## src/hw/rtl/bvm_pkg.sv

```systemverilog
package bvm_pkg;

  // Field and register widths
  localparam int SAMPLE_W        = 10;
  localparam int POWER_W         = 1;
  localparam int VOLT_W          = 8;
  localparam int DOWN_LIMIT_W    = 8;
  localparam int DELTA_LIMIT_W   = 10;
  localparam int DIVIDER_W       = 10;
  localparam int DIVIDER_SUM_W   = DIVIDER_W + 1;
  localparam int CFG_DATA_W      = 10;
  localparam int CFG_IDX_W       = 2;

  // Ring geometry
  localparam int RING_DEPTH      = 8;
  localparam int RING_IDX_W      = $clog2(RING_DEPTH);
  localparam int REFILL_W        = $clog2(RING_DEPTH + 1);

  // Scale factor of the conversion (times 33 is shift by 5 plus one)
  localparam int SCALE_SHIFT     = 5;
  localparam int SCALE_W         = SCALE_SHIFT + 1;

  localparam int SAMPLE_BITS_DEF = 10;

  // Register reset values
  localparam logic [DOWN_LIMIT_W-1:0]  DOWN_LIMIT_RST     = 8'd0;
  localparam logic [DELTA_LIMIT_W-1:0] DELTA_LIMIT_RST    = 10'd50;
  localparam logic [DIVIDER_W-1:0]     DIVIDER_TOP_RST    = 10'd402;
  localparam logic [DIVIDER_W-1:0]     DIVIDER_BOTTOM_RST = 10'd100;

  localparam logic [VOLT_W-1:0] VOLT_MAX = '1;

  // Configuration register indexes
  typedef enum logic [CFG_IDX_W-1:0] {
    REG_DOWN_LIMIT     = 2'd0,
    REG_DELTA_LIMIT    = 2'd1,
    REG_DIVIDER_TOP    = 2'd2,
    REG_DIVIDER_BOTTOM = 2'd3
  } cfg_reg_t;

  // Sequencer states
  typedef enum logic [2:0] {
    ST_IDLE,
    ST_MUL,
    ST_START,
    ST_DIV,
    ST_DONE
  } bvm_state_t;

  // Ring update outcome toward the sequencer
  typedef struct packed {
    logic emit;
    logic refill;
  } ring_stat_t;

endpackage

```

## src/hw/rtl/bvm_if.sv

```systemverilog
interface bvm_in_if;
  import bvm_pkg::*;

  logic                valid;
  logic                ready;
  logic [SAMPLE_W-1:0] sample;
  logic                power_on;

  modport source (output valid, output sample, output power_on, input ready);
  modport sink   (input valid, input sample, input power_on, output ready);
endinterface

interface bvm_out_if;
  import bvm_pkg::*;

  logic              valid;
  logic              ready;
  logic [VOLT_W-1:0] voltage;
  logic              shutoff;

  modport source (output valid, output voltage, output shutoff, input ready);
  modport sink   (input valid, input voltage, input shutoff, output ready);
endinterface

```

## src/hw/rtl/bvm_div.sv

```systemverilog
module bvm_div #(
  parameter int NUM_W = 17,
  parameter int DEN_W = 10
) (
  input  logic             clk,
  input  logic             rst,
  input  logic             start,
  input  logic [NUM_W-1:0] dividend,
  input  logic [DEN_W-1:0] divisor,
  output logic             busy,
  output logic [NUM_W-1:0] quotient
);
  import bvm_pkg::*;

  localparam int CNT_W = $clog2(NUM_W + 1);

  logic [DEN_W-1:0] rem;
  logic [NUM_W-1:0] quo;
  logic [CNT_W-1:0] cnt;
  logic [DEN_W:0]   trial;
  logic [DEN_W:0]   diff;
  logic             fits;

  // One restoring step: shift in the next dividend bit, try the subtract
  assign trial = {rem, quo[NUM_W-1]};
  assign diff  = trial - {1'b0, divisor};
  assign fits  = (trial >= {1'b0, divisor});

  // Step counter
  always_ff @(posedge clk) begin
    if (rst) begin
      cnt <= '0;
    end else if (start) begin
      cnt <= CNT_W'(NUM_W);
    end else if (cnt != '0) begin
      cnt <= cnt - 1'b1;
    end
  end

  // Remainder and dividend/quotient shift register
  always_ff @(posedge clk) begin
    if (start) begin
      rem <= '0;
      quo <= dividend;
    end else if (cnt != '0) begin
      rem <= fits ? diff[DEN_W-1:0] : trial[DEN_W-1:0];
      quo <= {quo[NUM_W-2:0], fits};
    end
  end

  assign busy     = (cnt != '0);
  assign quotient = quo;

  a_start_busy: assert property (@(posedge clk) disable iff (rst)
    start |=> busy)
    else $error("divider not busy after start");

endmodule

```

## src/hw/rtl/bvm_ring.sv

```systemverilog
module bvm_ring #(
  parameter int SAMPLE_BITS = bvm_pkg::SAMPLE_BITS_DEF
) (
  input  logic                                clk,
  input  logic                                rst,
  input  logic                                take,
  input  logic [SAMPLE_BITS-1:0]              smp,
  input  logic [bvm_pkg::DELTA_LIMIT_W-1:0]   delta_limit,
  output bvm_pkg::ring_stat_t                 stat,
  output logic [SAMPLE_BITS+bvm_pkg::RING_IDX_W-1:0] sum
);
  import bvm_pkg::*;

  localparam int SUM_W = SAMPLE_BITS + RING_IDX_W;
  localparam int CMP_W = (SAMPLE_BITS > DELTA_LIMIT_W) ? SAMPLE_BITS : DELTA_LIMIT_W;

  logic [SAMPLE_BITS-1:0] ring [RING_DEPTH];
  logic [SUM_W-1:0]       running_sum;
  logic [RING_IDX_W-1:0]  ring_index;
  logic [REFILL_W-1:0]    refill_left;

  logic [RING_IDX_W-1:0]  idx_inc;
  logic [SAMPLE_BITS-1:0] avg;
  logic [SAMPLE_BITS-1:0] jump;
  logic                   refilling;
  logic                   too_far;

  assign idx_inc   = ring_index + 1'b1;
  assign refilling = (refill_left != '0);

  // Distance of the new sample from the current average
  assign avg     = running_sum[SUM_W-1:RING_IDX_W];
  assign jump    = (smp > avg) ? (smp - avg) : (avg - smp);
  assign too_far = (CMP_W'(jump) > CMP_W'(delta_limit));

  // Ring update
  always_ff @(posedge clk) begin
    if (rst) begin
      for (int i = 0; i < RING_DEPTH; i++) begin
        ring[i] <= '0;
      end
      running_sum <= '0;
      ring_index  <= '0;
      refill_left <= '0;
    end else if (take) begin
      if (refilling) begin
        ring[ring_index] <= smp;
        running_sum      <= running_sum + SUM_W'(smp);
        ring_index       <= idx_inc;
        refill_left      <= refill_left - 1'b1;
      end else if (too_far) begin
        // drop the sample and restart the fill from entry zero
        running_sum <= '0;
        ring_index  <= '0;
        refill_left <= REFILL_W'(RING_DEPTH);
      end else begin
        ring[idx_inc] <= smp;
        running_sum   <= running_sum - SUM_W'(ring[idx_inc]) + SUM_W'(smp);
        ring_index    <= idx_inc;
      end
    end
  end

  // Result follows a normal update or the last sample of a refill
  always_comb begin
    stat.refill = refilling;
    if (refilling) begin
      stat.emit = (refill_left == REFILL_W'(1));
    end else begin
      stat.emit = !too_far;
    end
  end

  assign sum = running_sum;

  a_refill_range: assert property (@(posedge clk) disable iff (rst)
    take && !refilling && too_far |=> refill_left == REFILL_W'(RING_DEPTH))
    else $error("refill not started after jump");

endmodule

```

## src/hw/rtl/battery_voltage_monitor.sv

```systemverilog
// Channel  Role    Payload                       Handshake
// adc      sink    sample[9:0], power_on         valid/ready
// result   source  voltage[7:0], shutoff         valid/ready
// cfg      write   cfg_idx[1:0], cfg_data[9:0]   cfg_we
//
// A result reaches the output register through the multiply, the divider load,
// 17 divider steps, the divider exit and the load; the next transaction is taken
// once the sequencer is idle again; an item with no result leaves it idle.
// Reset (rst, synchronous) clears the ring, sum, registers and handshakes.
// A result waiting in the output register does not stop acceptance; the
// sequencer holds the next result until that register is free.
module battery_voltage_monitor #(
  parameter int SAMPLE_BITS = bvm_pkg::SAMPLE_BITS_DEF
) (
  input  logic                            clk,
  input  logic                            rst,
  bvm_in_if.sink                          adc,
  bvm_out_if.source                       result,
  input  logic                            cfg_we,
  input  logic [bvm_pkg::CFG_IDX_W-1:0]   cfg_idx,
  input  logic [bvm_pkg::CFG_DATA_W-1:0]  cfg_data
);
  import bvm_pkg::*;

  localparam int SUM_W  = SAMPLE_BITS + RING_IDX_W;
  localparam int PROD_W = SUM_W + DIVIDER_SUM_W;
  localparam int P33_W  = PROD_W + SCALE_W;
  localparam int NUM_W  = P33_W - SUM_W;

  // Configuration registers
  logic [DOWN_LIMIT_W-1:0]  down_limit;
  logic [DELTA_LIMIT_W-1:0] delta_limit;
  logic [DIVIDER_W-1:0]     divider_top;
  logic [DIVIDER_W-1:0]     divider_bottom;

  bvm_state_t state, state_next;

  ring_stat_t         ring_stat;
  logic [SUM_W-1:0]   sum;
  logic               take;
  logic               power;
  logic [PROD_W-1:0]  prod;
  logic [P33_W-1:0]   prod33;
  logic               prod_load;
  logic               div_start;
  logic               div_busy;
  logic [NUM_W-1:0]   quotient;
  logic               out_load;
  logic [VOLT_W-1:0]  volt;

  logic               res_valid;
  logic [VOLT_W-1:0]  res_voltage;
  logic               res_shutoff;

  // Register writes
  always_ff @(posedge clk) begin
    if (rst) begin
      down_limit     <= DOWN_LIMIT_RST;
      delta_limit    <= DELTA_LIMIT_RST;
      divider_top    <= DIVIDER_TOP_RST;
      divider_bottom <= DIVIDER_BOTTOM_RST;
    end else if (cfg_we) begin
      case (cfg_reg_t'(cfg_idx))
        REG_DOWN_LIMIT:     down_limit     <= cfg_data[DOWN_LIMIT_W-1:0];
        REG_DELTA_LIMIT:    delta_limit    <= cfg_data[DELTA_LIMIT_W-1:0];
        REG_DIVIDER_TOP:    divider_top    <= cfg_data[DIVIDER_W-1:0];
        REG_DIVIDER_BOTTOM: divider_bottom <= cfg_data[DIVIDER_W-1:0];
        default: ;
      endcase
    end
  end

  assign adc.ready = (state == ST_IDLE);
  assign take      = adc.valid && adc.ready;

  bvm_ring #(
    .SAMPLE_BITS (SAMPLE_BITS)
  ) u_ring (
    .clk         (clk),
    .rst         (rst),
    .take        (take),
    .smp         (SAMPLE_BITS'(adc.sample)),
    .delta_limit (delta_limit),
    .stat        (ring_stat),
    .sum         (sum)
  );

  // Hold power flag of the accepted transaction
  always_ff @(posedge clk) begin
    if (take) begin
      power <= adc.power_on;
    end
  end

  // Sequencer next state
  always_comb begin
    state_next = state;
    case (state)
      ST_IDLE:  if (take && ring_stat.emit) state_next = ST_MUL;
      ST_MUL:   state_next = ST_START;
      ST_START: state_next = ST_DIV;
      ST_DIV:   if (!div_busy) state_next = ST_DONE;
      ST_DONE:  if (out_load) state_next = ST_IDLE;
      default:  state_next = ST_IDLE;
    endcase
  end

  // Sequencer outputs
  always_comb begin
    prod_load = 1'b0;
    div_start = 1'b0;
    out_load  = 1'b0;
    case (state)
      ST_MUL:   prod_load = 1'b1;
      ST_START: div_start = 1'b1;
      ST_DONE:  out_load  = !res_valid || result.ready;
      default: ;
    endcase
  end

  always_ff @(posedge clk) begin
    if (rst) begin
      state <= ST_IDLE;
    end else begin
      state <= state_next;
    end
  end

  // sum * (top + bottom), times 33 as shift and add
  always_ff @(posedge clk) begin
    if (prod_load) begin
      prod <= PROD_W'(sum) * PROD_W'(DIVIDER_SUM_W'(divider_top) +
                                     DIVIDER_SUM_W'(divider_bottom));
    end
  end

  assign prod33 = (P33_W'(prod) << SCALE_SHIFT) + P33_W'(prod);

  // Dividing by 2^SUM_W first leaves the quotient by bottom unchanged
  bvm_div #(
    .NUM_W (NUM_W),
    .DEN_W (DIVIDER_W)
  ) u_div (
    .clk      (clk),
    .rst      (rst),
    .start    (div_start),
    .dividend (prod33[P33_W-1:SUM_W]),
    .divisor  (divider_bottom),
    .busy     (div_busy),
    .quotient (quotient)
  );

  // Saturate
  always_comb begin
    if (divider_bottom == '0 || quotient[NUM_W-1:VOLT_W] != '0) begin
      volt = VOLT_MAX;
    end else begin
      volt = quotient[VOLT_W-1:0];
    end
  end

  // Output register
  always_ff @(posedge clk) begin
    if (rst) begin
      res_valid <= 1'b0;
    end else if (out_load) begin
      res_valid <= 1'b1;
    end else if (result.ready) begin
      res_valid <= 1'b0;
    end
  end

  always_ff @(posedge clk) begin
    if (out_load) begin
      res_voltage <= volt;
      res_shutoff <= power && (down_limit != '0) &&
                     (DOWN_LIMIT_W'(volt) < down_limit);
    end
  end

  assign result.valid   = res_valid;
  assign result.voltage = res_voltage;
  assign result.shutoff = res_shutoff;

  a_ready_div: assert property (@(posedge clk) disable iff (rst)
    adc.ready |-> !div_busy)
    else $error("input ready while divider busy");

  a_valid_src: assert property (@(posedge clk) disable iff (rst)
    $rose(result.valid) |-> $past(state == ST_DONE))
    else $error("result raised outside load state");

  a_zero_bottom: assert property (@(posedge clk) disable iff (rst)
    out_load && divider_bottom == '0 |=> result.voltage == VOLT_MAX)
    else $error("zero bottom resistor not saturated");

  a_refill_idle: assert property (@(posedge clk) disable iff (rst)
    take && ring_stat.refill && !ring_stat.emit |=> state == ST_IDLE)
    else $error("refill transaction left the idle state");

endmodule
```

## src/flat_wrapper.sv

```systemverilog
// flat-port wrapper written by rule: the top's interface ports become plain ports
module battery_voltage_monitor_flat import bvm_pkg::*;
#(
  parameter int SAMPLE_BITS = bvm_pkg::SAMPLE_BITS_DEF
)
  (clk, rst, cfg_we, cfg_idx, cfg_data, adc_valid, adc_sample, adc_power_on, adc_ready, result_valid, result_voltage, result_shutoff, result_ready);
  bvm_in_if adc_i ();
  bvm_out_if result_i ();
  input  logic clk;
  input  logic rst;
  input  logic cfg_we;
  input  logic [bvm_pkg::CFG_IDX_W-1:0] cfg_idx;
  input  logic [bvm_pkg::CFG_DATA_W-1:0] cfg_data;
  input wire logic [$bits(adc_i.valid)-1:0] adc_valid;
  input wire logic [$bits(adc_i.sample)-1:0] adc_sample;
  input wire logic [$bits(adc_i.power_on)-1:0] adc_power_on;
  output wire logic [$bits(adc_i.ready)-1:0] adc_ready;
  output wire logic [$bits(result_i.valid)-1:0] result_valid;
  output wire logic [$bits(result_i.voltage)-1:0] result_voltage;
  output wire logic [$bits(result_i.shutoff)-1:0] result_shutoff;
  input wire logic [$bits(result_i.ready)-1:0] result_ready;
  assign adc_i.valid = adc_valid;
  assign adc_i.sample = adc_sample;
  assign adc_i.power_on = adc_power_on;
  assign adc_ready = adc_i.ready;
  assign result_valid = result_i.valid;
  assign result_voltage = result_i.voltage;
  assign result_shutoff = result_i.shutoff;
  assign result_i.ready = result_ready;
  battery_voltage_monitor #(.SAMPLE_BITS(SAMPLE_BITS)) u_core (.clk(clk), .rst(rst), .adc(adc_i), .result(result_i), .cfg_we(cfg_we), .cfg_idx(cfg_idx), .cfg_data(cfg_data));
endmodule
```

## config.mk

```make
export PLATFORM = sky130hd
export DESIGN_NAME = battery_voltage_monitor_flat
export DESIGN_NICKNAME = d
export VERILOG_FILES = /design/src/hw/rtl/bvm_pkg.sv /design/src/hw/rtl/bvm_if.sv /design/src/hw/rtl/bvm_div.sv /design/src/hw/rtl/bvm_ring.sv /design/src/hw/rtl/battery_voltage_monitor.sv /design/src/flat_wrapper.sv
export SDC_FILE = /design/constraint.sdc
export NUM_CORES = 1
export LEC_CHECK = 0
export BUFFER_PORTS_ARGS = -buffer_cell sky130_fd_sc_hd__buf_2
export CAP_MARGIN = 30
export CORE_AREA = 3 3 191 193
export CTS_BUF_LIST = sky130_fd_sc_hd__clkbuf_8
export DETAILED_ROUTE_END_ITERATION = 7
export DIE_AREA = 0 0 194 196
export PLACE_DENSITY = 0.71
export SKIP_LAST_GASP = 1
export SLEW_MARGIN = 25
export SYNTH_ARGS = -nofsm -noshare
export SYNTH_HDL_FRONTEND = slang
export SYNTH_SLANG_ARGS = --single-unit
```

## constraint.sdc

```tcl
create_clock -name clk -period 8.7 [get_ports clk]
set_input_delay 0.435 -clock clk [delete_from_list [all_inputs] [get_ports clk]]
set_output_delay 0.435 -clock clk [all_outputs]
set_load 0.05 [all_outputs]
```

==> flow_summary.ini, run 1 <==
[cts]
clockBufferDepth = 3
ctsHoldBuffers = 0
path_clk_slew_ps = 60
clk_latency_ps = 570
cts_buffers = 38
ctsResizeCount = 0
cts_root_buf = clkbuf_8
htreeDepth = 2
cts_tree = done
post-cts-setup-buffers = 0
cts.sinks = 208

[synth]
netlist_area_mm2 = 0.0174
netlist_top_cells_count = inv_1 (219), nand2_1 (169), ha_1 (163)
synth_ff_type = edfxtp_1
ys.warnings.count = 0
synth-edff-count = 131
yosysMostFrequentCell = inv_1
synth_cell_types = 79
yosys.area_share.simple_pct = 16.4
ys_seq_elements = 208
synth_top_cell_area_share_pct = 22.6
synth-compound-area-share_pct = 12.7
synth_top_area_cell = edfxtp_1
syn-num-nets = 2100
async_flop_share_pct = 0
synth_top_family_by_area = adder cells
ys_seq_area_share_pct = 31.5
synth_xor_area_share_pct = 3.43
synthCells = 1796
synthMuxAreaShare_pct = 4.53
synthAdderAreaFrac_pct = 24.7
yosys-top-cells-area = edfxtp_1 (23%), fa_1 (13%), ha_1 (12%), dfxtp_1 (8.9%), inv_1 (4.7%)
syn_area_per_cell_um2 = 9.68

[drt]
finalWirelength_um = 43200
drt-pass1-iter-count = 5
drc = 0
vias = 13400
ant_nets = 0
routed_via_density = 5.80
drt_iter0_markers = 1301
avgRoutedWirePerCell_um = 18.7

[hold_path]
min-delay-start = adc_power_on
hold_path_end = u_core.power
hold_class = input port to flip-flop
whs_path_depth = 1

[setup_path]
critPathMaxFanout = 13
cp-end-kind = flip-flop
reg2reg_from = u_core.divider_bottom[0]
path_common_cell = fa_1
critPathArrivalTime_ps = 7950
worstPathRequired_ps = 8970
max_stage_delay_ps = 550
rrSetupSlack_ps = 1020
worstRegToRegCells = 29
cp-start-kind = flip-flop
critPathKind = flip-flop to flip-flop
r2r_end = u_core.prod[20]
cpMaxStageDelayCell = fa_1

[sta]
drv_slew = 0
relSlewSlack_pct = 36.0
finalHoldViolCount = 0
setup_tns_ps = 0
fin_crit_sh_pct = 88.3
fin_crit_ps = 7680
whs_ps = 84.2
max_freq_mhz = 130
rsz0062_at_grt = false
clock-skew-final_ps = 50.0
setup_viol = 0
tightest_slew_ps = 957

[run]
maxCapViolCount = 0

[placement]
io_buffers = 38
dpl.hpwl_um = 32400
dp_cells = 2240
gp_congestion = 0.902
place_area_mm2 = 0.0180

[final_layout]
fill_cells = 3056
drive_above_1_share_pct = 10.5
stdcell_area_mm2 = 0.0188
nNetsFinal = 2131
stdcell_count = 2310
area_delta_synth_final_pct = 8.07

[grt]
antenna_found_initial = 0
grt_pass1_wl_um = 71500
grt_max_degree = 77
grt_use_total_pct = 23.1
gr-total-overflow = 0
grt_pass1_vias = 13700

[floorplanning]
core_mm2 = 0.0347
rows = 68
start_util_pct = 50.1
die_x_um = 194
die-area_mm2 = 0.0380
die_y_um = 196
ioPinCount = 39

[run_status]
status = completed
worst max path at each step:
stage                     slack (ps)         endpoint                startpoint
after floorplan                 1680  u_core.prod[20]  u_core.divider_bottom[0]
after CTS                       1050  u_core.prod[20]  u_core.divider_bottom[0]
after global placement          1280  u_core.prod[20]  u_core.divider_bottom[0]
after global routing             580  u_core.prod[20]  u_core.divider_bottom[0]
final                           1020  u_core.prod[20]  u_core.divider_bottom[0]
after detailed placement        1090  u_core.prod[20]  u_core.divider_bottom[0]
routing by layer:
layer	track usage [%]	wire (um)	part of all wire (%)	vias up
met3	3.49	3080	7.1	91
met2	37.1	19700	46	495
met5	0	0	0	-
met1	32.0	19100	44	6529
met4	8.19	1360	3.1	0
li1	-	-	-	6293
flip-flops by register name, indices dropped and copies added, names as in the netlist:
register,count
u_core.delta_limit,10
u_core.u_div.quotient,17
u_core.u_ring.ring_index,3
u_core.u_ring.refill_left,4
u_core.state,3
u_core.result.shutoff,1
u_core.divider_top,10
u_core.down_limit,8
u_core.u_ring.ring,80
u_core.u_div.cnt,5
u_core.prod,24
u_core.result.voltage,8
u_core.divider_bottom,10
u_core.u_ring.sum,13
u_core.u_div.rem,10
u_core.power,1
u_core.result.valid,1
logic make-up (layout without fill, tap and decap cells):
group | Yosys count | after routing
mux | 52 | 52
other cells | 0 | 1
xor+xnor | 68 | 68
compound gates | 338 | 338
fa+ha+maj | 276 | 276
buf+inv | 303 | 361
simple gates | 551 | 551
flops | 208 | 208
through the flow:
stage | worst slack, ps | utilization, %
floorplan | 1680 | -
global placement | 1280 | 51.8
detailed placement | 1090 | 51.9
CTS | 1050 | 54.0
global route | 579 | 54.1
finish | 1020 | 54.1
layout by cell type, fill, tap and decap left out, types with 7 or more instances in the layout:
master      n
inv_1     231
nand2_1   169
ha_1      163
edfxtp_1  131
a21oi_1   122
fa_1      113
nor2_1     92
dfxtp_1    77
and2_1     67
nor3_1     66
o21ai_0    52
xnor2_1    51
clkbuf_8   39
buf_2      38
a21o_1     29
nand3_1    23
buf_4      23
nor3_2     21
mux4_2     20
clkinv_1   19
nand2b_1   19
mux2i_1    19
o21a_1     17
a211oi_1   17
xor2_1     16
and3_1     16
nor4_1     14
a221oi_1   14
o21bai_1   13
nor2b_1    12
mux2_2     12
nand4_1    10
nand3b_1   10
a31oi_1     8
and4_1      7
area by class of cell:
| type | instances | area [um2] | area share [%] |
|---|---|---|---|
| inverters | 231 | 867 | 4.61 |
| diodes | 1 | 2.50 | 0.0133 |
| repair buffers | 63 | 382 | 2.03 |
| flip-flops and latches | 208 | 5480 | 29.1 |
| clock buffers | 39 | 537 | 2.86 |
| multi-input cells | 1285 | 10800 | 57.2 |
| well taps | 455 | 569 | 3.03 |
| clock inverters | 28 | 204 | 1.09 |
critical path, delay by kind of cell (launching register included):
kind / cells / cell delay (ps)
DFF: 1 / 380
buffers and inverters: 5 / 300
adders and majority gates: 8 / 3410
AOI/OAI and AO/OA: 9 / 1860
and+or+nand+nor: 6 / 1290
xor gates and xnor gates: 1 / 150
Power of run 1 is left out: the tool's default activity adds up to more than one toggle a clock period on the data nets, which glitch-free logic cannot reach.
==> run 2: changes to the inputs <==
--- a/config.mk
+++ b/config.mk
@@ -11,6 +11,7 @@
 export CTS_BUF_LIST = sky130_fd_sc_hd__clkbuf_8
 export DETAILED_ROUTE_END_ITERATION = 7
 export DIE_AREA = 0 0 194 196
+export MAX_ROUTING_LAYER = met4
 export PLACE_DENSITY = 0.71
 export SKIP_LAST_GASP = 1
 export SLEW_MARGIN = 25
==> flow_summary.ini, run 2 (synthesized netlist as in run 1, its figures left out) <==
[sta]
clock-skew-final_ps = 32.2
relSlewSlack_pct = 36.5
fin_crit_ps = 7750
tightest_slew_ps = 952
fin_crit_sh_pct = 89.1
max_freq_mhz = 129
drv_slew = 0
finalHoldViolCount = 0
setup_viol = 0
setup_tns_ps = 0
rsz0062_at_grt = false

[floorplanning]
start_util_pct = 50.1
core_mm2 = 0.0347
ioPinCount = 39
die-area_mm2 = 0.0380
rows = 68
die_y_um = 196
die_x_um = 194

[grt]
gr-total-overflow = 0
grt_pass1_wl_um = 70500
grt_pass1_vias = 13500
grt_max_degree = 77
antenna_found_initial = 0
grt_use_total_pct = 23.4

[drt]
vias = 13300
finalWirelength_um = 43000
drt_iter0_markers = 1177
avgRoutedWirePerCell_um = 18.6
drt-pass1-iter-count = 5
routed_via_density = 5.76
drc = 0
ant_nets = 0

[setup_path]
path_common_cell = fa_1
critPathMaxFanout = 13
worstPathRequired_ps = 8970
max_stage_delay_ps = 550
critPathKind = flip-flop to flip-flop
cpMaxStageDelayCell = fa_1
cp-end-kind = flip-flop
critPathArrivalTime_ps = 8020
cp-start-kind = flip-flop

[cts]
path_clk_slew_ps = 60
cts_root_buf = clkbuf_8
htreeDepth = 2
ctsResizeCount = 0
cts_buffers = 36
clockBufferDepth = 3
cts_tree = done
cts.sinks = 208
ctsHoldBuffers = 0
clk_latency_ps = 550
post-cts-setup-buffers = 0

[run]
maxCapViolCount = 0

[final_layout]
multi_input_area_mm2 = 0.0107
regArea_mm2 = 0.00548
fill_cells = 3059
area_delta_synth_final_pct = 8.03
nNetsFinal = 2130
final_common_cell = inv_1
regMostFlops = u_core.u_ring.ring
drive_above_1_share_pct = 10.8
mostFrequentLayoutCells = inv_1 (226), nand2_1 (169), ha_1 (163), edfxtp_1 (131), a21oi_1 (122)
largest_reg_flops = 80

[hold_path]
hold_class = input port to flip-flop

[placement]
dpl.hpwl_um = 32300
gp_congestion = 0.917
io_buffers = 38

[run_status]
status = completed
-- run 2: cell type report --
class                           count  share of cell area (%)
Multi-Input combinational cell   1285                    57.2
Clock buffer                       41                    3.00
Tap cell                          455                    3.03
Timing Repair Buffer               64                    2.09
Inverter                          231                    4.62
Clock inverter                     23                   0.906
Antenna cell                        1                  0.0133
Sequential cell                   208                    29.1
-- run 2: final timing paths --
path | from | end | slack (ps) | depth (start not counted)
worst min-delay path | adc_power_on | u_core.power | 70 | 1
worst max-delay path | u_core.divider_bottom[0] | u_core.prod[20] | 950 | 29
worst min register to register | u_core.delta_limit[2] | u_core.delta_limit[2] | 460 | 2
worst max register to register | u_core.divider_bottom[0] | u_core.prod[20] | 950 | 29
-- run 2: layer usage --
metal | wire length [um] | vias to the layer above | global-route usage [%]
met5 | 0 | - | -
met2 | 19400 | 455 | 36.2
met1 | 19600 | 6464 | 32.5
met4 | 1230 | 0 | 6.68
li1 | - | 6275 | -
met3 | 2820 | 93 | 3.43
-- run 2: critical path, delay by kind of cell, from the launching register on --
family	cells	cell delay, ps
compound gates	10	2120
simple gates	5	960
fa+ha+maj	8	3580
buf+inv	5	270
flops	1	390
xor+xnor	1	150
-- run 2: through the flow --
step	std cells	setup slack, ps	area [um2]	hold WS (ps)	util, %
3_3_place_gp	2238	955	18000	448	51.8
5_1_grt	2307	362	18800	48.3	54.1
2_1_floorplan	1796	1680	17400	436	-
4_1_cts	2305	808	18800	53.7	54.1
6_report	2308	948	18800	72.7	54.1
3_5_place_dp	2241	869	18000	455	51.9
Power of run 2 is left out for the same reason.
==> run 3: changes to the inputs <==
--- a/config.mk
+++ b/config.mk
@@ -7,14 +7,16 @@
 export LEC_CHECK = 0
 export BUFFER_PORTS_ARGS = -buffer_cell sky130_fd_sc_hd__buf_2
 export CAP_MARGIN = 30
-export CORE_AREA = 3 3 191 193
+export CORE_AREA = 3 3 193 195
 export CTS_BUF_LIST = sky130_fd_sc_hd__clkbuf_8
 export DETAILED_ROUTE_END_ITERATION = 7
-export DIE_AREA = 0 0 194 196
+export DIE_AREA = 0 0 196 198
 export MAX_ROUTING_LAYER = met4
 export PLACE_DENSITY = 0.71
+export SKIP_CTS_REPAIR_TIMING = 1
 export SKIP_LAST_GASP = 1
 export SLEW_MARGIN = 25
 export SYNTH_ARGS = -nofsm -noshare
 export SYNTH_HDL_FRONTEND = slang
+export SYNTH_HIERARCHICAL = 1
 export SYNTH_SLANG_ARGS = --single-unit
==> flow_summary.ini, run 3 <==
[synth]
synthCells = 1838
syn-num-nets = 2141
ys.warnings.count = 6
syn_area_per_cell_um2 = 9.67
netlist_area_mm2 = 0.0178

[final_layout]
stdcell_count = 2347
stdcell_area_mm2 = 0.0192
final_common_cell = inv_1
mostFrequentLayoutCells = inv_1 (216), nand2_1 (172), ha_1 (162), edfxtp_1 (131), fa_1 (113)
n_antenna_cell = 0
area_delta_synth_final_pct = 7.86
largest_reg_flops = 80
nNetsFinal = 2162
regMostFlops = u_core/u_ring/ring
multi_input_area_mm2 = 0.0112
fill_cells = 3151
regArea_mm2 = 0.00548
drive_above_1_share_pct = 12.4
postLayoutCoreUtil_pct = 53.9

[placement]
io_buffers = 38
place_area_mm2 = 0.0184
dp_slack_ps = 1250
dp_cells = 2277
dpl.hpwl_um = 31100
gp_congestion = 0.907

[pwr]
power_density_mw_per_mm2 = 397
total_power_mw = 7.62
vdd_drop_max_mv = 0.271
p_leak_nw = 8.15

[grt]
grt_pass1_wl_um = 68000
grt_pass1_vias = 13500
grt_max_degree = 78
antenna_found_initial = 0
gr-total-overflow = 0
grt_use_total_pct = 22.1

[drt]
finalWirelength_um = 41700
drt-pass1-iter-count = 8
drc = 0
routed_via_density = 5.80
ant_nets = 0
avgRoutedWirePerCell_um = 17.7
vias = 13600
drt_iter0_markers = 924

[floorplanning]
die_x_um = 196
ioPinCount = 39
die_y_um = 198
start_util_pct = 50.0
core_mm2 = 0.0356
rows = 69
die-area_mm2 = 0.0388

[cts]
cts_buffers = 40
clockBufferDepth = 3
htreeDepth = 2
clk_latency_ps = 590
cts_root_buf = clkbuf_8
cts_tree = done
path_clk_slew_ps = 60
cts.sinks = 208

[setup_path]
cp-end-kind = flip-flop
worstRegToRegCells = 25
critPathArrivalTime_ps = 7810
critPathMaxFanout = 13
critPathKind = flip-flop to flip-flop
cp-start-kind = flip-flop
worstPathRequired_ps = 9000

[hold_path]
hold_class = input port to flip-flop
whs_path_depth = 1

[sta]
setup_tns_ps = 0
fin_crit_ps = 7510
fin_crit_sh_pct = 86.3
whs_ps = 38.9
rsz0062_at_grt = false
max_freq_mhz = 133
setup_ws_ps = 1190
relSlewSlack_pct = 35.0
finalHoldViolCount = 0
drv_slew = 0
setup_viol = 0
tightest_slew_ps = 971
clock-skew-final_ps = 51.7

[run]
maxCapViolCount = 0

[run_status]
status = completed
==> run 3: layout make-up <==
| cell class | count | share of cell area, % |
|---|---|---|
| flip-flops and latches | 208 | 28.6 |
| clock inverters | 27 | 1.04 |
| inverters | 218 | 4.27 |
| well taps | 461 | 3.01 |
| multi-input cells | 1330 | 58.2 |
| clock buffers | 42 | 3.01 |
| repair buffers | 61 | 1.92 |
==> run 3: routing by layer <==
metal  track usage, %  part of all wire [%]
met1             30.4                    46
met2             34.8                    47
met3             3.28                   5.6
met4             5.23                   1.5
met5                -                     0
==> run 3: path summary, 6_finish.rpt <==
path / start / endpoint / slack [ps]
worst min register to register: u_core/delta_limit[7] / u_core/delta_limit[7] / 460
worst min-delay path: adc_power_on / u_core/power / 40
worst max register to register: u_core/divider_bottom[0] / u_core/prod[17] / 1190
worst max-delay path: u_core/divider_bottom[0] / u_core/prod[17] / 1190
==> run 3: critical path, cell delays in order, from the launching register on <==
cell and delay [ps]:
dfxtp_1 340, ha_1 220, fa_1 410, a21o_1 190, a21oi_1 220, nor2b_1 70, o21ai_1 160, a21oi_1 140
xor2_1 780, nand2_1 170, fa_1 490, fa_1 550, inv_1 60, fa_1 500, fa_1 540, inv_1 50
fa_1 530, inv_1 40, ha_1 350, a21oi_1 170, nand2_1 70, o21a_1 230, a21o_1 190, a2111oi_0 460
nor3_1 130, xor2_1 160
==> run 3: power breakdown <==
part / total, mW / internal (mW) / switching [mW] / leakage, nW
clock network: 0.960 / 0.515 / 0.445 / 0.429
registers: 1.64 / 1.40 / 0.245 / 1.95
logic: 5.02 / 2.11 / 2.91 / 5.77
Note: power is estimated with default switching activity, not from simulation.
